## config.mk

```make
export PLATFORM = sky130hd
export DESIGN_NAME = decimal_number_text_parser
export DESIGN_NICKNAME = d
export VERILOG_FILES = /design/src/sv/dntp_pkg.sv /design/src/sv/dntp_fifo.sv /design/src/sv/dntp_front.sv /design/src/sv/dntp_back.sv /design/src/sv/decimal_number_text_parser.sv
export SDC_FILE = /design/constraint.sdc
export NUM_CORES = 1
export LEC_CHECK = 0
export BUFFER_PORTS_ARGS = -buffer_cell sky130_fd_sc_hd__buf_2
export CORE_UTILIZATION = 30
export CTS_BUF_LIST = sky130_fd_sc_hd__clkbuf_4 sky130_fd_sc_hd__clkbuf_8
export DETAILED_ROUTE_END_ITERATION = 6
export GPL_TIMING_DRIVEN = 0
export PLACE_DENSITY = 0.42
export SLEW_MARGIN = 10
export SYNTH_ARGS = -nofsm -noshare
export SYNTH_HDL_FRONTEND = slang
export SYNTH_HIERARCHICAL = 1
export SYNTH_SLANG_ARGS = --single-unit
```

## constraint.sdc

```tcl
create_clock -name clk -period 24.6 [get_ports clk]
set_input_delay 4.92 -clock clk [delete_from_list [all_inputs] [get_ports clk]]
set_output_delay 4.92 -clock clk [all_outputs]
set_load 0.01 [all_outputs]
```

## src/sv/dntp_pkg.sv

```systemverilog
// Shared types and constants of the decimal number text parser.
package dntp_pkg;

    // One input transfer: a raw byte of the text field and its last-byte mark.
    typedef struct packed {
        logic [7:0] text_byte;
        logic       field_end;
    } dntp_in_t;

    // One result transfer: the parsed number of a whole field.
    typedef struct packed {
        logic               ok;
        logic               negative;
        logic [63:0]        significand;
        logic signed [15:0] decimal_scale;
    } dntp_out_t;

    // Configuration seen by the front and back parts.
    typedef struct packed {
        logic [7:0] decimal_mark;
        logic [7:0] grouping_mark;
        logic       strict_mode;
    } dntp_cfg_t;

    // Classified byte passed from the front part to the back part.
    typedef struct packed {
        logic       field_end;
        logic       is_minus;
        logic       is_plus;
        logic       is_dec;
        logic       is_grp;
        logic       is_e;
        logic       is_digit;
        logic [3:0] digit;
    } dntp_cls_t;

    // Parser phases.
    typedef enum logic [2:0] {
        PH_SKIP = 3'd0,
        PH_LHS  = 3'd1,
        PH_RHS  = 3'd2,
        PH_EXP  = 3'd3,
        PH_STOP = 3'd4
    } dntp_phase_t;

    // Register file layout.
    localparam int unsigned ADDR_W = 4;
    localparam logic [1:0] REG_DECIMAL_MARK  = 2'd0;
    localparam logic [1:0] REG_GROUPING_MARK = 2'd1;
    localparam logic [1:0] REG_STRICT_MODE   = 2'd2;

    // Register reset values.
    localparam logic [7:0] DECIMAL_MARK_RST  = 8'd46;
    localparam logic [7:0] GROUPING_MARK_RST = 8'd44;
    localparam logic       STRICT_MODE_RST   = 1'b1;

    // Character codes.
    localparam logic [7:0] CHAR_ZERO    = 8'h30;
    localparam logic [7:0] CHAR_NINE    = 8'h39;
    localparam logic [7:0] CHAR_MINUS   = 8'h2D;
    localparam logic [7:0] CHAR_PLUS    = 8'h2B;
    localparam logic [7:0] CHAR_LOWER_E = 8'h65;
    localparam logic [7:0] CHAR_UPPER_E = 8'h45;

    // Saturation limit of the 16-bit counters.
    localparam logic [15:0] SAT16 = 16'hFFFF;

endpackage

```

## src/sv/dntp_fifo.sv

```systemverilog
// Two-entry queue that decouples a producer from a consumer.
module dntp_fifo
#(
    parameter int unsigned WIDTH = 8
)
(
    input  logic             clk,
    input  logic             rst_n,
    input  logic             push,
    input  logic [WIDTH-1:0] wdata,
    output logic             full,
    input  logic             pop,
    output logic [WIDTH-1:0] rdata,
    output logic             empty
);

    logic [WIDTH-1:0] mem_reg [2];
    logic             wr_ptr_reg;
    logic             wr_ptr_next;
    logic             rd_ptr_reg;
    logic             rd_ptr_next;
    logic [1:0]       count_reg;
    logic [1:0]       count_next;
    logic             do_push;
    logic             do_pop;

    assign full    = (count_reg == 2'd2);
    assign empty   = (count_reg == 2'd0);
    assign do_push = push && !full;
    assign do_pop  = pop && !empty;
    assign rdata   = mem_reg[rd_ptr_reg];

    // Pointer and occupancy update.
    always_comb
    begin
        wr_ptr_next = do_push ? !wr_ptr_reg : wr_ptr_reg;
        rd_ptr_next = do_pop ? !rd_ptr_reg : rd_ptr_reg;
        count_next  = count_reg;
        if (do_push && !do_pop)
        begin
            count_next = count_reg + 2'd1;
        end
        else if (do_pop && !do_push)
        begin
            count_next = count_reg - 2'd1;
        end
    end

    always_ff @(posedge clk or negedge rst_n)
    begin
        if (!rst_n)
        begin
            wr_ptr_reg <= 1'b0;
            rd_ptr_reg <= 1'b0;
            count_reg  <= 2'd0;
        end
        else
        begin
            wr_ptr_reg <= wr_ptr_next;
            rd_ptr_reg <= rd_ptr_next;
            count_reg  <= count_next;
        end
    end

    // Storage needs no reset.
    always_ff @(posedge clk)
    begin
        if (do_push)
        begin
            mem_reg[wr_ptr_reg] <= wdata;
        end
    end

`ifndef SYNTHESIS
    // Occupancy never exceeds the two entries.
    assert property (@(posedge clk) disable iff (!rst_n) count_reg != 2'd3)
        else $error("queue occupancy out of range");

    // A transfer in with none out on a non-full queue raises the occupancy by one.
    assert property (@(posedge clk) disable iff (!rst_n)
        (do_push && !do_pop) |=> (count_reg == $past(count_reg) + 2'd1))
        else $error("queue occupancy did not follow a write");

    // A transfer out with none in lowers the occupancy by one.
    assert property (@(posedge clk) disable iff (!rst_n)
        (do_pop && !do_push) |=> (count_reg == $past(count_reg) - 2'd1))
        else $error("queue occupancy did not follow a read");
`endif

endmodule

```

## src/sv/dntp_front.sv

```systemverilog
// Front part: classifies each incoming byte against the marks and characters.
module dntp_front
    import dntp_pkg::*;
(
    input  dntp_cfg_t cfg,
    input  dntp_in_t  item,
    output dntp_cls_t cls
);

    logic [7:0] digit_wide;

    assign digit_wide = item.text_byte - CHAR_ZERO;

    // Every test is done in parallel; the back part applies the priorities.
    always_comb
    begin
        cls.field_end = item.field_end;
        cls.is_minus  = (item.text_byte == CHAR_MINUS);
        cls.is_plus   = (item.text_byte == CHAR_PLUS);
        cls.is_dec    = (item.text_byte == cfg.decimal_mark);
        cls.is_grp    = (item.text_byte == cfg.grouping_mark);
        cls.is_e      = (item.text_byte == CHAR_LOWER_E) ||
                        (item.text_byte == CHAR_UPPER_E);
        cls.is_digit  = (item.text_byte >= CHAR_ZERO) && (item.text_byte <= CHAR_NINE);
        cls.digit     = digit_wide[3:0];
    end

endmodule

```

## src/sv/dntp_back.sv

```systemverilog
// Back part: runs the parse state machine and builds one result per field.
module dntp_back
    import dntp_pkg::*;
#(
    parameter int unsigned MAX_SIG_DIGITS = 19
)
(
    input  logic      clk,
    input  logic      rst_n,
    input  dntp_cfg_t cfg,
    input  dntp_cls_t cls,
    input  logic      cls_empty,
    output logic      cls_pop,
    input  logic      res_full,
    output logic      res_push,
    output dntp_out_t res
);

    localparam logic [4:0] MaxKept = 5'(MAX_SIG_DIGITS);

    dntp_phase_t phase_reg,     phase_upd,     phase_next;
    logic [63:0] sum_reg,       sum_upd,       sum_next;
    logic [4:0]  kept_reg,      kept_upd,      kept_next;
    logic [15:0] dropped_reg,   dropped_upd,   dropped_next;
    logic [15:0] frac_reg,      frac_upd,      frac_next;
    logic [15:0] exp_reg,       exp_upd,       exp_next;
    logic        exp_neg_reg,   exp_neg_upd,   exp_neg_next;
    logic        sign_ok_reg,   sign_ok_upd,   sign_ok_next;
    logic        seen_reg,      seen_upd,      seen_next;
    logic        minus_reg,     minus_upd,     minus_next;
    logic        skipped_reg,   skipped_upd,   skipped_next;
    logic        stopped_reg,   stopped_upd,   stopped_next;

    logic               take;
    logic               take_int;
    logic               take_frac;
    logic               can_keep;
    logic [63:0]        sum_x10;
    logic [19:0]        exp_x10;
    logic               ok;
    logic signed [18:0] exp_signed;
    logic signed [18:0] scale_wide;
    logic signed [15:0] scale_sat;

    // A byte is taken when there is one and room for a result it may cause.
    assign cls_pop  = !cls_empty && (!cls.field_end || !res_full);
    assign take     = cls_pop;
    assign res_push = take && cls.field_end;

    // Digit and exponent accumulate: times ten as two shifts and an add.
    assign sum_x10  = {sum_reg[60:0], 3'b000} + {sum_reg[62:0], 1'b0} + 64'(cls.digit);
    assign exp_x10  = {1'b0, exp_reg, 3'b000} + {3'b000, exp_reg, 1'b0} + 20'(cls.digit);
    assign can_keep = (kept_reg < MaxKept);

    // Phase decode for the byte at the head of the queue.
    always_comb
    begin
        phase_upd   = phase_reg;
        exp_upd     = exp_reg;
        exp_neg_upd = exp_neg_reg;
        sign_ok_upd = sign_ok_reg;
        minus_upd   = minus_reg;
        skipped_upd = skipped_reg;
        stopped_upd = stopped_reg;
        take_int    = 1'b0;
        take_frac   = 1'b0;
        unique case (phase_reg)
            PH_SKIP:
            begin
                if (cls.is_minus)
                begin
                    minus_upd = 1'b1;
                    phase_upd = PH_LHS;
                end
                else if (cls.is_dec)
                begin
                    phase_upd = PH_RHS;
                end
                else if (cls.is_digit)
                begin
                    take_int  = 1'b1;
                    phase_upd = PH_LHS;
                end
                else
                begin
                    skipped_upd = 1'b1;
                end
            end
            PH_LHS:
            begin
                if (cls.is_grp)
                begin
                    phase_upd = PH_LHS;
                end
                else if (cls.is_dec)
                begin
                    phase_upd = PH_RHS;
                end
                else if (seen_reg && cls.is_e)
                begin
                    phase_upd = PH_EXP;
                end
                else if (cls.is_digit)
                begin
                    take_int = 1'b1;
                end
                else
                begin
                    phase_upd   = PH_STOP;
                    stopped_upd = 1'b1;
                end
            end
            PH_RHS:
            begin
                if (cls.is_grp)
                begin
                    phase_upd = PH_RHS;
                end
                else if (seen_reg && cls.is_e)
                begin
                    phase_upd = PH_EXP;
                end
                else if (cls.is_digit)
                begin
                    take_frac = 1'b1;
                end
                else
                begin
                    phase_upd   = PH_STOP;
                    stopped_upd = 1'b1;
                end
            end
            PH_EXP:
            begin
                if (cls.is_minus && sign_ok_reg)
                begin
                    exp_neg_upd = 1'b1;
                    sign_ok_upd = 1'b0;
                end
                else if (cls.is_plus && sign_ok_reg)
                begin
                    sign_ok_upd = 1'b0;
                end
                else if (cls.is_digit)
                begin
                    exp_upd     = (exp_x10 > 20'(SAT16)) ? SAT16 : exp_x10[15:0];
                    sign_ok_upd = 1'b0;
                end
                else
                begin
                    phase_upd   = PH_STOP;
                    stopped_upd = 1'b1;
                end
            end
            default:
            begin
                phase_upd = phase_reg;
            end
        endcase
    end

    // Significand digit handling shared by integer and fraction digits.
    always_comb
    begin
        seen_upd    = seen_reg;
        sum_upd     = sum_reg;
        kept_upd    = kept_reg;
        frac_upd    = frac_reg;
        dropped_upd = dropped_reg;
        if (take_int || take_frac)
        begin
            seen_upd = 1'b1;
            if (can_keep)
            begin
                sum_upd = sum_x10;
                if (sum_x10 != 64'd0)
                begin
                    kept_upd = kept_reg + 5'd1;
                end
                if (take_frac && (frac_reg != SAT16))
                begin
                    frac_upd = frac_reg + 16'd1;
                end
            end
            else if (take_int && (dropped_reg != SAT16))
            begin
                dropped_upd = dropped_reg + 16'd1;
            end
        end
    end

    // Result of a finished field: scale sum and saturation.
    always_comb
    begin
        ok         = seen_upd && (!cfg.strict_mode || (!skipped_upd && !stopped_upd));
        exp_signed = exp_neg_upd ? -$signed({3'b000, exp_upd}) : $signed({3'b000, exp_upd});
        scale_wide = exp_signed + $signed({3'b000, dropped_upd}) - $signed({3'b000, frac_upd});
        if (scale_wide > 19'sd32767)
        begin
            scale_sat = 16'sh7FFF;
        end
        else if (scale_wide < -19'sd32768)
        begin
            scale_sat = 16'sh8000;
        end
        else
        begin
            scale_sat = scale_wide[15:0];
        end
        res.ok            = ok;
        res.negative      = ok && minus_upd;
        res.significand   = ok ? sum_upd : 64'd0;
        res.decimal_scale = ok ? scale_sat : 16'sd0;
    end

    // Next state: hold when idle, clear after a field's last byte.
    always_comb
    begin
        phase_next   = phase_reg;
        sum_next     = sum_reg;
        kept_next    = kept_reg;
        dropped_next = dropped_reg;
        frac_next    = frac_reg;
        exp_next     = exp_reg;
        exp_neg_next = exp_neg_reg;
        sign_ok_next = sign_ok_reg;
        seen_next    = seen_reg;
        minus_next   = minus_reg;
        skipped_next = skipped_reg;
        stopped_next = stopped_reg;
        if (take && cls.field_end)
        begin
            phase_next   = PH_SKIP;
            sum_next     = 64'd0;
            kept_next    = 5'd0;
            dropped_next = 16'd0;
            frac_next    = 16'd0;
            exp_next     = 16'd0;
            exp_neg_next = 1'b0;
            sign_ok_next = 1'b1;
            seen_next    = 1'b0;
            minus_next   = 1'b0;
            skipped_next = 1'b0;
            stopped_next = 1'b0;
        end
        else if (take)
        begin
            phase_next   = phase_upd;
            sum_next     = sum_upd;
            kept_next    = kept_upd;
            dropped_next = dropped_upd;
            frac_next    = frac_upd;
            exp_next     = exp_upd;
            exp_neg_next = exp_neg_upd;
            sign_ok_next = sign_ok_upd;
            seen_next    = seen_upd;
            minus_next   = minus_upd;
            skipped_next = skipped_upd;
            stopped_next = stopped_upd;
        end
    end

    always_ff @(posedge clk or negedge rst_n)
    begin
        if (!rst_n)
        begin
            phase_reg   <= PH_SKIP;
            sum_reg     <= 64'd0;
            kept_reg    <= 5'd0;
            dropped_reg <= 16'd0;
            frac_reg    <= 16'd0;
            exp_reg     <= 16'd0;
            exp_neg_reg <= 1'b0;
            sign_ok_reg <= 1'b1;
            seen_reg    <= 1'b0;
            minus_reg   <= 1'b0;
            skipped_reg <= 1'b0;
            stopped_reg <= 1'b0;
        end
        else
        begin
            phase_reg   <= phase_next;
            sum_reg     <= sum_next;
            kept_reg    <= kept_next;
            dropped_reg <= dropped_next;
            frac_reg    <= frac_next;
            exp_reg     <= exp_next;
            exp_neg_reg <= exp_neg_next;
            sign_ok_reg <= sign_ok_next;
            seen_reg    <= seen_next;
            minus_reg   <= minus_next;
            skipped_reg <= skipped_next;
            stopped_reg <= stopped_next;
        end
    end

`ifndef SYNTHESIS
    // After a field's last byte the parser starts over in the skip phase.
    assert property (@(posedge clk) disable iff (!rst_n)
        (take && cls.field_end) |=> (phase_reg == PH_SKIP && sum_reg == 64'd0))
        else $error("parser state not cleared after field end");

    // The kept digit count never passes the configured limit.
    assert property (@(posedge clk) disable iff (!rst_n) kept_reg <= MaxKept)
        else $error("kept digit count over limit");

    // A missing value carries all-zero fields.
    assert property (@(posedge clk) disable iff (!rst_n)
        (res_push && !res.ok) |-> (!res.negative && res.significand == 64'd0 &&
                                   res.decimal_scale == 16'sd0))
        else $error("missing value with nonzero fields");
`endif

endmodule

```

## src/sv/decimal_number_text_parser.sv

```systemverilog
// Order: a byte is written into the input queue and parsed when the parser takes it from
// the queue head; the result of a field's last byte is written into the result queue.
// Throughput: one byte per cycle while the result queue has room for a field's result;
// two-entry queues on both sides of the parser absorb stalls.
// Reset: asynchronous, active low; clears the queues and parser and loads the marks
// and strict mode with their defaults. No clearing pass is needed.
module decimal_number_text_parser
    import dntp_pkg::*;
#(
    parameter int unsigned MAX_SIG_DIGITS = 19
)
(
    input  logic              clk,
    input  logic              rst_n,
    // Byte stream side.
    input  logic              push,
    input  dntp_in_t          item,
    output logic              full,
    // Result side.
    input  logic              pop,
    output dntp_out_t         result,
    output logic              empty,
    // Configuration port.
    input  logic              psel,
    input  logic              penable,
    input  logic              pwrite,
    input  logic [ADDR_W-1:0] paddr,
    input  logic [31:0]       pwdata,
    output logic [31:0]       prdata,
    output logic              pready
);

    logic [7:0] decimal_mark_reg;
    logic [7:0] grouping_mark_reg;
    logic       strict_mode_reg;
    logic [1:0] reg_index;
    logic       cfg_write;
    dntp_cfg_t  cfg;
    dntp_cls_t  cls_in;
    dntp_cls_t  cls_out;
    logic       cls_empty;
    logic       cls_pop;
    logic       res_full;
    logic       res_push;
    dntp_out_t  res;

    // Register file.
    assign pready    = 1'b1;
    assign reg_index = paddr[ADDR_W-1:2];
    assign cfg_write = psel && penable && pwrite;

    always_ff @(posedge clk or negedge rst_n)
    begin
        if (!rst_n)
        begin
            decimal_mark_reg  <= DECIMAL_MARK_RST;
            grouping_mark_reg <= GROUPING_MARK_RST;
            strict_mode_reg   <= STRICT_MODE_RST;
        end
        else if (cfg_write)
        begin
            unique case (reg_index)
                REG_DECIMAL_MARK:  decimal_mark_reg  <= pwdata[7:0];
                REG_GROUPING_MARK: grouping_mark_reg <= pwdata[7:0];
                REG_STRICT_MODE:   strict_mode_reg   <= pwdata[0];
                default:           strict_mode_reg   <= strict_mode_reg;
            endcase
        end
    end

    // Register read-back.
    always_comb
    begin
        unique case (reg_index)
            REG_DECIMAL_MARK:  prdata = {24'd0, decimal_mark_reg};
            REG_GROUPING_MARK: prdata = {24'd0, grouping_mark_reg};
            REG_STRICT_MODE:   prdata = {31'd0, strict_mode_reg};
            default:           prdata = 32'd0;
        endcase
    end

    assign cfg.decimal_mark  = decimal_mark_reg;
    assign cfg.grouping_mark = grouping_mark_reg;
    assign cfg.strict_mode   = strict_mode_reg;

    // Byte classification.
    dntp_front u_front
    (
        .cfg  (cfg),
        .item (item),
        .cls  (cls_in)
    );

    // Queue of classified bytes.
    dntp_fifo #(.WIDTH($bits(dntp_cls_t))) u_cls_fifo
    (
        .clk   (clk),
        .rst_n (rst_n),
        .push  (push),
        .wdata (cls_in),
        .full  (full),
        .pop   (cls_pop),
        .rdata (cls_out),
        .empty (cls_empty)
    );

    // Parser.
    dntp_back #(.MAX_SIG_DIGITS(MAX_SIG_DIGITS)) u_back
    (
        .clk       (clk),
        .rst_n     (rst_n),
        .cfg       (cfg),
        .cls       (cls_out),
        .cls_empty (cls_empty),
        .cls_pop   (cls_pop),
        .res_full  (res_full),
        .res_push  (res_push),
        .res       (res)
    );

    // Result queue.
    dntp_fifo #(.WIDTH($bits(dntp_out_t))) u_res_fifo
    (
        .clk   (clk),
        .rst_n (rst_n),
        .push  (res_push),
        .wdata (res),
        .full  (res_full),
        .pop   (pop),
        .rdata (result),
        .empty (empty)
    );

endmodule

```

Yosys cells after proc, flatten, opt, wreduce, memory -nomap -nowiden
Memories as Yosys holds them, arrays and structs flattened.
Index checks and enable logic that the tools add are counted.
{"block": "op_classes", "div_mod_pow": 0, "order_cmp": 6, "n_mul": 0, "addsub": 15, "shifts": 0, "n_bitwise": 0, "reduce_logical": 61, "eq_ne": 18, "mux": 95}
{"op": "$mux 16", "count": 20}
{"op": "$mux 64", "count": 5}
{"op": "$add 64x4->64", "count": 1}
{"op": "$add 64x64->64", "count": 1}
{"op": "$reduce_bool 64->1", "count": 1}
{"op": "$mux 1", "count": 44}
{"op": "$mux 3", "count": 12}
{"op": "$add 16x1->16 const B", "count": 2}
{"op": "$ne 16x16->1 const B", "count": 2}
{"op": "$mux 5", "count": 5}
{"op": "$pmux 8 s3", "count": 1}
{"op": "$logic_and 1x1->1", "count": 21}
{"op": "$add 19x17->20", "count": 1}
{"op": "$add 20x4->20", "count": 1}
{"op": "$gt 20x16->1 const B", "count": 1}
{"op": "$add 19x17->19", "count": 1}
{"op": "$gt 19x16->1 const B", "count": 1}
{"op": "$lt 19x16->1 const B", "count": 1}
{"op": "$mux 19", "count": 1}
{"op": "$neg 16->19", "count": 1}
{"op": "$sub 19x17->19", "count": 1}
{"op": "$eq 8x6->1 const B", "count": 2}
{"op": "$eq 8x7->1 const B", "count": 2}
{"op": "$eq 8x8->1", "count": 2}
{"op": "28 further kinds", "count": 65}
{"block": "word_totals", "rom_bits": 0, "elab_cells": 218, "memories": 2, "out_inout_bits": 117, "reg_bits": 151, "latchBits": 0, "mem_bits_rw": 186}
{"name": "u_res_fifo.mem_reg", "depth": 2, "width": 82, "read_ports": 1, "rd_clocked_by_memory_dff": 0, "wr": 1, "line": "dntp_fifo.sv:17", "rtl": "logic [WIDTH-1:0] mem_reg [2];"}
{"name": "u_cls_fifo.mem_reg", "depth": 2, "width": 11, "read_ports": 1, "rd_clocked_by_memory_dff": 0, "wr": 1, "line": "dntp_fifo.sv:17"}

Longest topological paths before layout
{"block": "depth", "ltp_word": 16, "mapped_depth": 36, "mapped_depth_nobuf": 33}

Modules after synthesis
The synthesis kept the hierarchy.
{"mod": "dntp_back", "cells_per_inst": 1858, "area_each_um2": 14537.7, "instances": 1}
{"mod": "dntp_fifo (u_res_fifo)", "cells_per_inst": 274, "area_each_um2": 6463.7, "instances": 1}
{"mod": "decimal_number_text_parser", "cells_per_inst": 85, "area_each_um2": 1028.5, "instances": 1}
{"mod": "dntp_fifo (u_cls_fifo)", "cells_per_inst": 53, "area_each_um2": 991.0, "instances": 1}
{"mod": "dntp_front", "cells_per_inst": 36, "area_each_um2": 277.8, "instances": 1}

Worst setup path after synthesis
OpenSTA, ideal clock, no wires.
{"block": "synth_path", "kind": "input -> output", "from": "in paddr[2]", "to": "out prdata[0]", "slack_ns": 14.168, "n_path_buf": 1, "arrival_ns": 5.512, "path_stages": 3, "t_required_ns": 19.680, "cell_sequence": "buf_2 -> mux2i_1 -> o21ai_0"}
{"block": "synth_via", "elab_chain_cells": 2, "word_cells_on_any_way": 4, "classes_between": "2 x eq/ne; 1 x mux; 1 x reduce/logical"}
{"item": "start, declared", "line": "decimal_number_text_parser.sv:27", "rtl": "input logic [ADDR_W-1:0] paddr,"}
{"item": "$eq 2x2->1, or another cell as far along", "line": "decimal_number_text_parser.sv:74", "rtl": "unique case (reg_index)"}
{"item": "$pmux 8 s3 *", "line": "decimal_number_text_parser.sv:74"}
{"item": "end, declared", "line": "decimal_number_text_parser.sv:29", "rtl": "output logic [31:0] prdata,"}
Mark *: on every way between the ends. The rest lies on a longest branch, timed or not.

Worst setup path after layout
Ends and elaborated chain as after synthesis.

==> impl_metrics.ini <==
[run_status]
result_of_the_run = finished, final reports clean

[clocking]
cts_resized = 0
worstSkewPairLatency_ns = 0.67
tritoncts = done
ctsLongestPathBuffers = 3
cts.repair_timing.setup_buffer_count = 0
cts_root_buf = sky130_fd_sc_hd__clkbuf_8
cts-buffers-inserted = 67
clock_transition_time_at_the_flip_flop_clock_pins_of_the_worst_setup_and_hold_paths_ns = 0.07
htreeDepth = 3
post_cts_hold_buffer_count = 0
tritoncts_num_sinks = 337

[synthesis]
post_synth_main_area_contributors = sky130_fd_sc_hd__edfxtp_1 24%, sky130_fd_sc_hd__dfrtp_1 15%, sky130_fd_sc_hd__ha_1 9.6%, sky130_fd_sc_hd__mux2_4 5.0%, sky130_fd_sc_hd__o21ai_0 3.8%
synthArstFlopShare = 0.448
post_synth_num_cell_types = 106
netlist_instances = 2306
post-synth-top-area-cell = sky130_fd_sc_hd__edfxtp_1
syn_area_per_cell_um2 = 10.1
synth-seq-cells = 337
number_of_synthesized_flops_with_an_enable_pin = 186
netlist.area_leader.share = 0.240
ys_seq_area_frac = 0.402
synth_ff_type = sky130_fd_sc_hd__edfxtp_1
syn_area_mm2 = 0.0233
yosys_warnings = 6

[setup_path]
r2r_cells = 35
setup.worst_path.end_class = output pin
timing.critical_path.arrival_ns = 5.81
critPathLaunchType = primary input
worst-endpoint-required_ns = 19.68
setup.worst_path.class = in -> out
path_max_fanout = 10

[place]
finalWeightedCongestion = 0.894
io_buffers = 116
post_detailed_placement_cell_area_mm2 = 0.0254
hpwlAfterDp_mm = 53.4
placed_cells_incl_taps = 3481

[die]
ios = 169
placeable_area_mm2 = 0.0765
overall_die_height_um = 281
floorplan.initialDensity = 0.305
die_w_um = 281
design.die.area_mm2 = 0.0788
floorplan.rows = 101

[power_and_ir_drop]
combPwrFrac = 0.478
seq_power_share = 0.300
power_report.internal_total_uw = 1630
power_uw = 2780
peakVddDrop_mv = 0.0541
power_frac_clock = 0.222
power_switching_uw = 1150
pd_cells_mw_per_mm2 = 104
power.share.switching = 0.414
p_leak_uw = 0.0117

[timing]
finalHoldViolations = 0
drv_slew = 0
setup_total_negative_slack_ns = 0
period_share = 0.436
timing.final.crit_period_ns = 10.73
max_slew_headroom_at_the_worst_pin = 0.229
final-setup-viol-count = 0
final.setup_skew_ns = 0.0382
tightest_slew_ns = 1.14
rsz_0062_raised_after_global_routing = false
max_clock_freq_mhz = 93.2

[final_layout]
layout_common_cells = 233 x sky130_fd_sc_hd__nand2_1, 209 x sky130_fd_sc_hd__nor2_1, 186 x sky130_fd_sc_hd__edfxtp_1, 178 x sky130_fd_sc_hd__ha_1, 177 x sky130_fd_sc_hd__o21ai_0
flip_flop_count_of_the_largest_register_after_layout = 164
final_cell_area_mm2 = 0.0269
flow.area_growth_from_synthesis_pct = 15.3
utilization = 0.351
final_common_cell = sky130_fd_sc_hd__nand2_1
nets_final = 2770
drive_gt1_frac = 0.180
layout.cells.non_filler = 3607

[worst_hold_path]
timing.hold.worst_path_depth = 2
hold_path.class = reg -> reg

[route]
drc = 0
wire_length_per_cell_after_detailed_routing_um = 19.4
totalWireLength_mm = 70.0
ant_nets = 0
first_iter_violations = 1160
firstDrtPassIters = 5
avgViaCountPerCell = 5.07
num_vias = 18294

[run]
maxCapViolCount = 0

[grt]
grt_usage = 0.178
number_of_global_route_vias_before_repair = 18488
grt_start_max_net_pins = 84
grt_remaining_overflow = 0
grt_antenna_before_repair = 1
grt_pass1_wl_mm = 108
==> power by group through the flow <==
| stage | Sequential, uW | Clock, uW | Combinational (uW) |
|---|---|---|---|
| floorplan | 839 | 0 | 890 |
| global placement | 863 | 0 | 1320 |
| detailed placement | 846 | 0 | 1350 |
| CTS | 836 | 643 | 1360 |
| global route | 849 | 666 | 1460 |
| finish | 835 | 617 | 1330 |
==> synthesized netlist by cell type, types with 26 or more instances <==
library cell / instances
sky130_fd_sc_hd__o21ai_0: 177
sky130_fd_sc_hd__a21o_1: 31
sky130_fd_sc_hd__xnor2_1: 85
sky130_fd_sc_hd__a22o_1: 29
sky130_fd_sc_hd__nand2_1: 233
sky130_fd_sc_hd__clkbuf_1: 63
sky130_fd_sc_hd__edfxtp_1: 186
sky130_fd_sc_hd__o21a_1: 26
sky130_fd_sc_hd__a21oi_1: 150
sky130_fd_sc_hd__nor2_1: 210
sky130_fd_sc_hd__nor3_1: 38
sky130_fd_sc_hd__nand3_1: 40
sky130_fd_sc_hd__mux2i_1: 35
sky130_fd_sc_hd__mux2_2: 27
sky130_fd_sc_hd__buf_4: 33
sky130_fd_sc_hd__ha_1: 178
sky130_fd_sc_hd__xor2_1: 62
sky130_fd_sc_hd__inv_1: 68
sky130_fd_sc_hd__dfrtp_1: 142
sky130_fd_sc_hd__mux2_4: 78
==> stage by stage <==
step	setup slack (ns)	hold WS, ns
after global routing	13.76	0.528
after floorplan	14.17	0.450
after CTS	13.80	0.487
final	13.87	0.483
after global placement	13.78	0.467
after detailed placement	13.81	0.471
==> final cells by class <==
cell class | count | area [um^2]
diodes | 2 | 5.00
clock inverters | 31 | 273
flip-flops and latches | 337 | 9380
inverters | 70 | 263
repair buffers | 122 | 718
multi-input cells | 1796 | 13000
plain buffers | 126 | 764
fillers | 7804 | 49600
clock buffers | 93 | 1170
well taps | 1030 | 1290
==> path summary, 6_finish.rpt <==
check,start,to,slack [ns]
worst min register to register,u_back/sum_reg[63],u_back/sum_reg[63],0.48
worst max register to register,u_cls_fifo/rd_ptr_reg,u_res_fifo/mem_reg[1][6],14.87
min in group asynchronous,rst_n,u_back/sum_reg[26],4.29
worst min-delay path,u_back/sum_reg[63],u_back/sum_reg[63],0.48
max in group asynchronous,rst_n,u_back/exp_reg[12],19.43
worst max-delay path,paddr[2],prdata[0],13.87
==> layer usage <==
| metal | wire length, um | vias to the layer above | track usage | part of all wire |
|---|---|---|---|---|
| li1 | - | 8828 | - | - |
| met4 | 1430 | 0 | 0.0531 | 0.020 |
| met2 | 35400 | 374 | 0.316 | 0.51 |
| met5 | 0 | - | 0 | 0 |
| met1 | 30500 | 9006 | 0.223 | 0.44 |
| met3 | 2680 | 86 | 0.0224 | 0.038 |
==> cell families after synthesis <==
kind of cell | synth area share
AO/OA/AOI/OAI | 0.164
buffers and inverters | 0.0441
multiplexers | 0.0837
adder cells (fa/ha/maj) | 0.113
AND/OR/NAND/NOR | 0.138
XOR/XNOR | 0.0553
other | 0.000322
flip-flops | 0.402
==> critical path, cell delays in order <==
cell	delay, ns
sky130_fd_sc_hd__buf_2	0.10
sky130_fd_sc_hd__buf_2	0.29
sky130_fd_sc_hd__mux2i_1	0.23
sky130_fd_sc_hd__o21ai_0	0.11
sky130_fd_sc_hd__buf_2	0.16
Note: power is estimated with default switching activity, not from simulation.
